<file path="config.mk">
export PLATFORM = sky130hd
export DESIGN_NAME = fixed_block_pool_allocator
export DESIGN_NICKNAME = d
export VERILOG_FILES = /design/src/sv/fbpa_pkg.sv /design/src/sv/fbpa_link_ram.sv /design/src/sv/fbpa_addr_gen.sv /design/src/sv/fixed_block_pool_allocator.sv
export SDC_FILE = /design/constraint.sdc
export NUM_CORES = 1
export LEC_CHECK = 0
export BUFFER_PORTS_ARGS = -buffer_cell sky130_fd_sc_hd__buf_2
export CAP_MARGIN = 20
export CORE_UTILIZATION = 65
export CTS_CLUSTER_DIAMETER = 200
export CTS_CLUSTER_SIZE = 40
export DETAILED_ROUTE_END_ITERATION = 7
export PLACE_DENSITY_LB_ADDON = 0.12
export SLEW_MARGIN = 0
export SYNTH_ARGS = -nofsm -noshare
export SYNTH_HDL_FRONTEND = slang
export SYNTH_SLANG_ARGS = --single-unit
</file>
<file path="constraint.sdc">
create_clock -name clk -period 18.8 [get_ports clk]
set_clock_uncertainty 0.1 [all_clocks]
set_input_delay 1.88 -clock clk [delete_from_list [all_inputs] [get_ports clk]]
set_output_delay 1.88 -clock clk [all_outputs]
set_load 0.005 [all_outputs]
</file>
<file path="src/sv/fbpa_pkg.sv">
`timescale 1ns / 1ps
// ---------------------------------------------------------------------------
// Fixed block pool allocator package
// Sizes, codes and beat types shared by the allocator modules.
// ---------------------------------------------------------------------------
package fbpa_pkg;

  // Pool geometry. ALIGN_BYTES must be a power of two.
  localparam int MAX_BLOCKS   = 64;
  localparam int ALIGN_BYTES  = 4;
  localparam int HEADER_BYTES = 4;

  localparam int IDX_W    = 6;
  localparam int CNT_W    = 7;
  localparam int ADDR_W   = 32;
  localparam int SIZE_W   = 17;
  localparam int STRIDE_W = SIZE_W + 2;
  localparam int PROD_W   = IDX_W + STRIDE_W;
  localparam int CFG_IDX_W = 2;

  localparam logic [STRIDE_W-1:0] ALIGN_MASK = STRIDE_W'(ALIGN_BYTES - 1);

  // Opcodes.
  localparam logic [1:0] OP_INIT  = 2'd0;
  localparam logic [1:0] OP_ALLOC = 2'd1;
  localparam logic [1:0] OP_FREE  = 2'd2;
  localparam logic [1:0] OP_NOP   = 2'd3;

  // Result status codes.
  localparam logic [1:0] STS_OK       = 2'd0;
  localparam logic [1:0] STS_EMPTY    = 2'd1;
  localparam logic [1:0] STS_ALL_FREE = 2'd2;
  localparam logic [1:0] STS_RANGE    = 2'd3;

  // Configuration register indexes.
  localparam logic [CFG_IDX_W-1:0] CFG_BASE  = 2'd0;
  localparam logic [CFG_IDX_W-1:0] CFG_SIZE  = 2'd1;
  localparam logic [CFG_IDX_W-1:0] CFG_COUNT = 2'd2;

  typedef struct packed {
    logic [1:0]       opcode;
    logic [IDX_W-1:0] block_index;
  } in_beat_t;

  typedef struct packed {
    logic [1:0]        status;
    logic [IDX_W-1:0]  granted_index;
    logic [ADDR_W-1:0] data_address;
    logic [CNT_W-1:0]  free_blocks;
  } out_beat_t;

  typedef struct packed {
    logic             en;
    logic [IDX_W-1:0] addr;
    logic [IDX_W-1:0] data;
  } link_wr_t;

endpackage

</file>
<file path="src/sv/fbpa_link_ram.sv">
`timescale 1ns / 1ps
// ---------------------------------------------------------------------------
// Fixed block pool allocator link memory
// One write port and one registered read port holding the free list links.
// ---------------------------------------------------------------------------
module fbpa_link_ram (
  input  logic                     clk,
  input  fbpa_pkg::link_wr_t       wr,
  input  logic                     rd_en,
  input  logic [fbpa_pkg::IDX_W-1:0] rd_addr,
  output logic [fbpa_pkg::IDX_W-1:0] rd_data
);

  logic [fbpa_pkg::IDX_W-1:0] mem [fbpa_pkg::MAX_BLOCKS];
  logic [fbpa_pkg::IDX_W-1:0] rd_data_r;

  always_ff @(posedge clk) begin
    if (wr.en) begin
      mem[wr.addr] <= wr.data;
    end
  end

  // Read data holds until the next read is issued.
  always_ff @(posedge clk) begin
    if (rd_en) begin
      rd_data_r <= mem[rd_addr];
    end
  end

  assign rd_data = rd_data_r;

endmodule

</file>
<file path="src/sv/fbpa_addr_gen.sv">
`timescale 1ns / 1ps
// ---------------------------------------------------------------------------
// Fixed block pool allocator address generator
// Payload address of a block from the base, the aligned stride and the index.
// ---------------------------------------------------------------------------
module fbpa_addr_gen (
  input  logic [fbpa_pkg::ADDR_W-1:0] base,
  input  logic [fbpa_pkg::SIZE_W-1:0] block_size,
  input  logic [fbpa_pkg::IDX_W-1:0]  idx,
  output logic [fbpa_pkg::ADDR_W-1:0] addr
);

  logic [fbpa_pkg::STRIDE_W-1:0] size_up;
  logic [fbpa_pkg::STRIDE_W-1:0] stride;
  logic [fbpa_pkg::PROD_W-1:0]   offset;

  always_comb begin
    // Round the payload up to the alignment, then add the header.
    size_up = fbpa_pkg::STRIDE_W'(block_size) + fbpa_pkg::ALIGN_MASK;
    stride  = (size_up & ~fbpa_pkg::ALIGN_MASK) + fbpa_pkg::STRIDE_W'(fbpa_pkg::HEADER_BYTES);
    offset  = fbpa_pkg::PROD_W'(idx) * fbpa_pkg::PROD_W'(stride);
    addr    = base + fbpa_pkg::ADDR_W'(offset) + fbpa_pkg::ADDR_W'(fbpa_pkg::HEADER_BYTES);
  end

endmodule

</file>
<file path="src/sv/fixed_block_pool_allocator.sv">
`timescale 1ns / 1ps
// ---------------------------------------------------------------------------
// Fixed block pool allocator
// LIFO free list of equal-size blocks with a fresh-block pointer behind it.
// ---------------------------------------------------------------------------
// An input beat is handled in the idle state and then the execute state: in
// the cycle it is accepted the link memory is read at the current list head,
// and in the execute state the read data is used to pop the list (or the
// memory is written to push a freed block), the bookkeeping registers are
// updated and the result is loaded into the output register. The registered
// read port of the link memory is why the execute state is needed. A result
// that has not yet been taken stalls the execute state only. The next input
// beat is still accepted while that result waits, but it then holds in the
// execute state, and keeps the input side closed, until the output register
// has been emptied. The link memory needs no clearing after reset: an entry
// is only ever used after a free has written it, so the block is ready for
// input beats straight out of reset. Configuration writes take effect on the
// next beat and are meant to be made while the block is idle.
// ---------------------------------------------------------------------------
module fixed_block_pool_allocator (
  input  logic                            clk,
  input  logic                            rst_n,
  input  logic                            in_valid,
  output logic                            in_ready,
  input  fbpa_pkg::in_beat_t              in_data,
  output logic                            out_valid,
  input  logic                            out_ready,
  output fbpa_pkg::out_beat_t             out_data,
  input  logic                            cfg_wr_en,
  input  logic [fbpa_pkg::CFG_IDX_W-1:0]  cfg_index,
  input  logic [fbpa_pkg::ADDR_W-1:0]     cfg_wdata
);

  localparam logic S_IDLE = 1'b0;
  localparam logic S_EXEC = 1'b1;

  localparam logic [fbpa_pkg::CNT_W-1:0] CNT_MAX = fbpa_pkg::CNT_W'(fbpa_pkg::MAX_BLOCKS);
  localparam logic [fbpa_pkg::CNT_W-1:0] CNT_ONE = fbpa_pkg::CNT_W'(1);

  // Sequencer and the beat being worked on.
  logic                        state_r, state_nxt;
  fbpa_pkg::in_beat_t          beat_r;

  // Free list bookkeeping. The list is empty exactly when its length is zero.
  logic [fbpa_pkg::IDX_W-1:0]  head_r, head_nxt;
  logic [fbpa_pkg::CNT_W-1:0]  len_r, len_nxt;
  logic [fbpa_pkg::CNT_W-1:0]  fresh_r, fresh_nxt;
  logic [fbpa_pkg::CNT_W-1:0]  free_r, free_nxt;

  // Configuration registers.
  logic [fbpa_pkg::ADDR_W-1:0] base_r;
  logic [fbpa_pkg::SIZE_W-1:0] bsize_r;
  logic [fbpa_pkg::CNT_W-1:0]  bcount_r;

  // Output register.
  logic                        out_valid_r, out_valid_nxt;
  fbpa_pkg::out_beat_t         out_data_r;
  fbpa_pkg::out_beat_t         result;

  logic                        accept;
  logic                        out_free;
  logic                        commit;
  logic [fbpa_pkg::CNT_W-1:0]  eff_cnt;
  logic                        got;
  logic [fbpa_pkg::IDX_W-1:0]  grant_idx;
  logic [fbpa_pkg::ADDR_W-1:0] grant_addr;
  logic [fbpa_pkg::IDX_W-1:0]  link_rd;
  fbpa_pkg::link_wr_t          link_wr;

  assign in_ready  = (state_r == S_IDLE);
  assign accept    = in_valid && in_ready;
  assign out_free  = !out_valid_r || out_ready;
  assign commit    = (state_r == S_EXEC) && out_free;
  assign out_valid = out_valid_r;
  assign out_data  = out_data_r;

  // A block count of zero behaves as one, and counts above the pool size are
  // clipped to the pool size.
  always_comb begin
    if (bcount_r == '0) begin
      eff_cnt = CNT_ONE;
    end else if (bcount_r > CNT_MAX) begin
      eff_cnt = CNT_MAX;
    end else begin
      eff_cnt = bcount_r;
    end
  end

  // The link of the current head is read on acceptance, so it is ready in the
  // execute cycle. The head cannot change between the read and its use.
  fbpa_link_ram u_link_ram (
    .clk     (clk),
    .wr      (link_wr),
    .rd_en   (accept),
    .rd_addr (head_r),
    .rd_data (link_rd)
  );

  fbpa_addr_gen u_addr_gen (
    .base       (base_r),
    .block_size (bsize_r),
    .idx        (grant_idx),
    .addr       (grant_addr)
  );

  // Execute step: resolve the beat against the bookkeeping and link read.
  always_comb begin
    head_nxt     = head_r;
    len_nxt      = len_r;
    fresh_nxt    = fresh_r;
    free_nxt     = free_r;
    got          = 1'b0;
    grant_idx    = '0;
    link_wr.en   = 1'b0;
    link_wr.addr = beat_r.block_index;
    link_wr.data = (len_r != '0) ? head_r : '0;
    result.status = fbpa_pkg::STS_OK;

    case (beat_r.opcode)
      fbpa_pkg::OP_INIT: begin
        head_nxt  = '0;
        len_nxt   = '0;
        fresh_nxt = '0;
        free_nxt  = eff_cnt;
      end
      fbpa_pkg::OP_ALLOC: begin
        if (free_r != '0 && len_r != '0) begin
          // Pop the most recently freed block. When this empties the list
          // the head is left as it is, since nothing will use it.
          got       = 1'b1;
          grant_idx = head_r;
          len_nxt   = len_r - CNT_ONE;
          if (len_r != CNT_ONE) begin
            head_nxt = link_rd;
          end
        end else if (free_r != '0 && fresh_r < eff_cnt) begin
          got       = 1'b1;
          grant_idx = fresh_r[fbpa_pkg::IDX_W-1:0];
          fresh_nxt = fresh_r + CNT_ONE;
        end
        if (got) begin
          free_nxt = free_r - CNT_ONE;
        end else begin
          result.status = fbpa_pkg::STS_EMPTY;
        end
      end
      fbpa_pkg::OP_FREE: begin
        if ({1'b0, beat_r.block_index} >= eff_cnt) begin
          result.status = fbpa_pkg::STS_RANGE;
        end else if (free_r >= eff_cnt) begin
          result.status = fbpa_pkg::STS_ALL_FREE;
        end else begin
          link_wr.en = commit;
          head_nxt   = beat_r.block_index;
          len_nxt    = len_r + CNT_ONE;
          free_nxt   = free_r + CNT_ONE;
        end
      end
      default: begin
      end
    endcase

    result.granted_index = grant_idx;
    result.data_address  = got ? grant_addr : '0;
    result.free_blocks   = free_nxt;
  end

  always_comb begin
    state_nxt = state_r;
    case (state_r)
      S_IDLE: begin
        if (accept) begin
          state_nxt = S_EXEC;
        end
      end
      S_EXEC: begin
        if (commit) begin
          state_nxt = S_IDLE;
        end
      end
      default: begin
        state_nxt = S_IDLE;
      end
    endcase
  end

  always_comb begin
    if (commit) begin
      out_valid_nxt = 1'b1;
    end else if (out_ready) begin
      out_valid_nxt = 1'b0;
    end else begin
      out_valid_nxt = out_valid_r;
    end
  end

  always_ff @(posedge clk) begin
    if (!rst_n) begin
      state_r     <= S_IDLE;
      out_valid_r <= 1'b0;
      head_r      <= '0;
      len_r       <= '0;
      fresh_r     <= '0;
      free_r      <= CNT_MAX;
      base_r      <= '0;
      bsize_r     <= fbpa_pkg::SIZE_W'(64);
      bcount_r    <= CNT_MAX;
    end else begin
      state_r     <= state_nxt;
      out_valid_r <= out_valid_nxt;
      if (commit) begin
        head_r  <= head_nxt;
        len_r   <= len_nxt;
        fresh_r <= fresh_nxt;
        free_r  <= free_nxt;
      end
      if (cfg_wr_en) begin
        case (cfg_index)
          fbpa_pkg::CFG_BASE:  base_r   <= cfg_wdata;
          fbpa_pkg::CFG_SIZE:  bsize_r  <= cfg_wdata[fbpa_pkg::SIZE_W-1:0];
          fbpa_pkg::CFG_COUNT: bcount_r <= cfg_wdata[fbpa_pkg::CNT_W-1:0];
          default: begin
          end
        endcase
      end
    end
  end

  // Payload registers carry no reset.
  always_ff @(posedge clk) begin
    if (accept) begin
      beat_r <= in_data;
    end
    if (commit) begin
      out_data_r <= result;
    end
  end

endmodule

</file>
==> out/summary.txt <==
TIMING
-------------------------------------------------------------------------------------
Remaining max-slew budget at the tightest pin                                   28.5%
Share of the cycle needed by the critical path after routing                    43.5%
Setup Viol. Count Final                                                             0
Highest clock frequency the design can meet                                 0.122 GHz
Smallest setup slack after layout                                            10620 ps
Setup repair after global routing missed its margin                             false
Final hold vios                                                                     0
Final max-slew violation count                                                      0
Sum of negative setup slack                                                      0 ps
Min Clock Period, post-route                                                  8180 ps
Slew at the pin closest to its max-slew limit                                 1070 ps

FINAL LAYOUT
-------------------------------------------------------------------------------------
Number of nets in the layout                                                     2112
Antenna diode count                                                                 0
Fraction of final layout cells with drive strength greater than 1               15.2%
Most frequent cells in the layout                                        sky130_fd_sc_hd__edfxtp_1, sky130_fd_sc_hd__nor2_1, sky130_fd_sc_hd__nand2_1
Most frequent standard cell in the layout excluding fill and tap cells   sky130_fd_sc_hd__edfxtp_1
Layout overhead on the synthesized area                                         5.92%
Final cell area excluding filler cells                                      27500 um2

DRT
-------------------------------------------------------------------------------------
Total via count after detailed routing                                          15300
Final wirelength                                                             55900 um
Iteration count of the initial detailed-routing pass                                5
Wire per inst                                                                 22.9 um
Vias per cell                                                                    6.28
DR iter-0 viols                                                                  1254
Number of nets still failing antenna checks after routing                           0
DRC violation count after routing                                                   0

YOSYS
-------------------------------------------------------------------------------------
Ranking of synthesized cells by area                                     sky130_fd_sc_hd__edfxtp_1, sky130_fd_sc_hd__mux4_2, sky130_fd_sc_hd__dfxtp_1, sky130_fd_sc_hd__fa_1, sky130_fd_sc_hd__ha_1
Count of synthesis-stage warnings from yosys                                        0
Async SR Flop Fraction                                                             0%
Area of the mapped netlist                                                  26000 um2
Synthesized instance count                                                       1858
Area share of the largest cell type after synthesis                             51.4%
Mean instance size in the synthesized netlist                                14.0 um2
Most used DFF post-synth                                                 sky130_fd_sc_hd__edfxtp_1
Sequential element share of the synthesized area                                58.0%
Cell taking the most area after synthesis                                sky130_fd_sc_hd__edfxtp_1
Count of distinct cell types in the synthesized netlist                            77
EDFF count, synth                                                                 445
Flip-flop and latch count after synthesis                                         530

CRITICAL PATH
-------------------------------------------------------------------------------------
Worst Setup End Kind                                                             flop
Arr. time, crit path                                                          8410 ps
Number of cells on the worst reg-to-reg path                                       25
Critical Path Most Common Cell                                           sky130_fd_sc_hd__fa_1
Minimum setup slack among reg-to-reg paths                                   10620 ps
WS Path Type                                                               reg -> reg
Required time reported for the critical path endpoint                        19030 ps
Reg2Reg Launch Point                                                      bcount_r[6]
Cell with the largest stage delay on the worst path                      sky130_fd_sc_hd__nor4_4
Reg-to-reg critical path endpoint                                        out_data[33]
Critical path peak fanout                                                          17
Start point of the critical path                                          bcount_r[6]
Largest stage delay, worst path                                                770 ps
Setup crit start kind                                                            flop

DIE
-------------------------------------------------------------------------------------
Starting Density                                                                66.6%
Die Outline Area                                                            40800 um2
Die Width                                                                      202 um
Vertical die dimension                                                         202 um
Floorplan core area                                                         39000 um2
Number of top-level pins                                                           96
Number of placement rows                                                           72

STATUS
-------------------------------------------------------------------------------------
Status                                                                   complete, no violations

CTS
-------------------------------------------------------------------------------------
Clock tree from TritonCTS                                                       built
Number of CTS-inserted buffers                                                     17
Clock root buffer                                                        sky130_fd_sc_hd__clkbuf_16
Worst-case clock buffer depth                                                       3
CTS resizes                                                                         0
Clock-pin slew of the registers on the worst-case setup and hold paths         140 ps
CTS HTree Levels                                                                    1
CTS Hold Bufs                                                                       0
Post-CTS setup buffers                                                              0
Clk_lat worst skew                                                             560 ps
Number of sinks driven by the clock tree                                          530

GRT
-------------------------------------------------------------------------------------
Total congestion overflow after global routing                                      0
Number of global-route vias before repair                                       15600
Pin count of the biggest net entering global routing                               82
Antenna violations before repair                                                    0
Wire length of the first global-routing pass                                 86900 um
Overall routing resource usage                                                  27.9%

POWER AND IR DROP
-------------------------------------------------------------------------------------
Total power per unit cell area                                            69.7 nW/um2
Leakage Power                                                                 10.6 nW
Maximum VDD drop                                                          0.0000776 V

PLACEMENT
-------------------------------------------------------------------------------------
GP Congestion                                                                   0.918
Port buffer count                                                                  95
Area after DPL                                                              26900 um2
Pre-CTS setup slack                                                          10680 ps
HPWL after DPL                                                               37300 um

WORST HOLD PATH
-------------------------------------------------------------------------------------
Worst min path class                                                       reg -> reg
Hold Crit Endpoint                                                          base_r[0]
Startpoint of the worst hold path                                           base_r[0]
Instance count along the most critical hold path                                    2

RUN
-------------------------------------------------------------------------------------
MaxCap Viol Count                                                                   0

-- worst max-delay path: cells and delay by family (launching register included) --
family / cells / cell delay (ps)
AO/OA/AOI/OAI: 10 / 2790
AND/OR/NAND/NOR: 6 / 1510
buffers and inverters: 3 / 310
flip-flops: 1 / 530
adder cells (fa/ha/maj): 6 / 2700
-- routing by layer --
| layer | part of all wire [%] | GRT usage [%] | vias to the layer above |
|---|---|---|---|
| met3 | 6.7 | 3.81 | 127 |
| met2 | 50 | 47.7 | 621 |
| met1 | 39 | 37.3 | 7698 |
| met5 | 0 | 0 | - |
| li1 | - | - | 6879 |
| met4 | 3.8 | 9.31 | 0 |
-- how the worst max path moves through the flow --
stage	to	slack, ps	cells past startpoint
after floorplan	out_data[33]	11450	28
after global placement	out_data[33]	11020	24
after detailed placement	out_data[33]	10680	25
after CTS	out_data[33]	10660	25
after global routing	out_data[33]	10140	25
final	out_data[33]	10620	25
-- layout make-up --
type | instances | area (um2)
Fill cell | 2637 | 11500
Multi-Input combinational cell | 1115 | 10100
Timing Repair Buffer | 115 | 708
Sequential cell | 530 | 15100
Tap cell | 518 | 648
Clock buffer | 28 | 467
Inverter | 133 | 499
Clock inverter | 2 | 38.8
-- flip-flops by register name (all words and copies together) (netlist names) --
name and count:
len_r 7, bcount_r 7, free_r 7, head_r 6, out_valid 1, u_link_ram.mem 384
beat_r 8, fresh_r 7, out_data 47, state_r 1, u_link_ram.rd_data 6, base_r 32
bsize_r 17
-- power breakdown --
| part | switching (mW) | total, mW | internal [mW] |
|---|---|---|---|
| logic | 0.0725 | 0.117 | 0.0450 |
| clock network | 0.333 | 0.512 | 0.179 |
| registers | 0.0149 | 1.29 | 1.27 |
-- logic make-up after synthesis --
| logic type | Yosys count | share of synthesized area [%] |
|---|---|---|
| compound gates | 232 | 6.60 |
| fa+ha+maj | 154 | 9.77 |
| mux | 135 | 11.3 |
| other cells | 2 | 0.0289 |
| buf+inv | 218 | 3.32 |
| flops | 530 | 58.0 |
| simple gates | 539 | 9.41 |
| xor+xnor | 48 | 1.62 |
-- per-stage QoR --
step	util [%]	hold WS (ps)	power [mW]	instances
after floorplan	-	339	1.39	1863
after detailed placement	68.9	357	1.43	2404
final	70.6	373	1.92	2441
after global routing	70.6	399	1.97	2441
after global placement	68.9	348	1.43	2404
after CTS	70.2	375	1.93	2434
-- cell usage after synthesis (10+ instances only) --
| cell type | instances |
|---|---|
| sky130_fd_sc_hd__a21boi_0 | 63 |
| sky130_fd_sc_hd__a21oi_1 | 37 |
| sky130_fd_sc_hd__and2_1 | 11 |
| sky130_fd_sc_hd__and3_1 | 18 |
| sky130_fd_sc_hd__buf_1 | 15 |
| sky130_fd_sc_hd__clkbuf_1 | 56 |
| sky130_fd_sc_hd__dfxtp_1 | 85 |
| sky130_fd_sc_hd__edfxtp_1 | 445 |
| sky130_fd_sc_hd__fa_1 | 82 |
| sky130_fd_sc_hd__ha_1 | 71 |
| sky130_fd_sc_hd__inv_1 | 131 |
| sky130_fd_sc_hd__mux4_2 | 126 |
| sky130_fd_sc_hd__nand2_1 | 171 |
| sky130_fd_sc_hd__nand2b_1 | 16 |
| sky130_fd_sc_hd__nand3_1 | 36 |
| sky130_fd_sc_hd__nor2_1 | 199 |
| sky130_fd_sc_hd__nor2b_1 | 16 |
| sky130_fd_sc_hd__nor3_1 | 18 |
| sky130_fd_sc_hd__o21a_1 | 10 |
| sky130_fd_sc_hd__o21ai_0 | 32 |
| sky130_fd_sc_hd__xnor2_1 | 18 |
| sky130_fd_sc_hd__xor2_1 | 30 |
No activity file was read; power rests on OpenSTA's default activity.
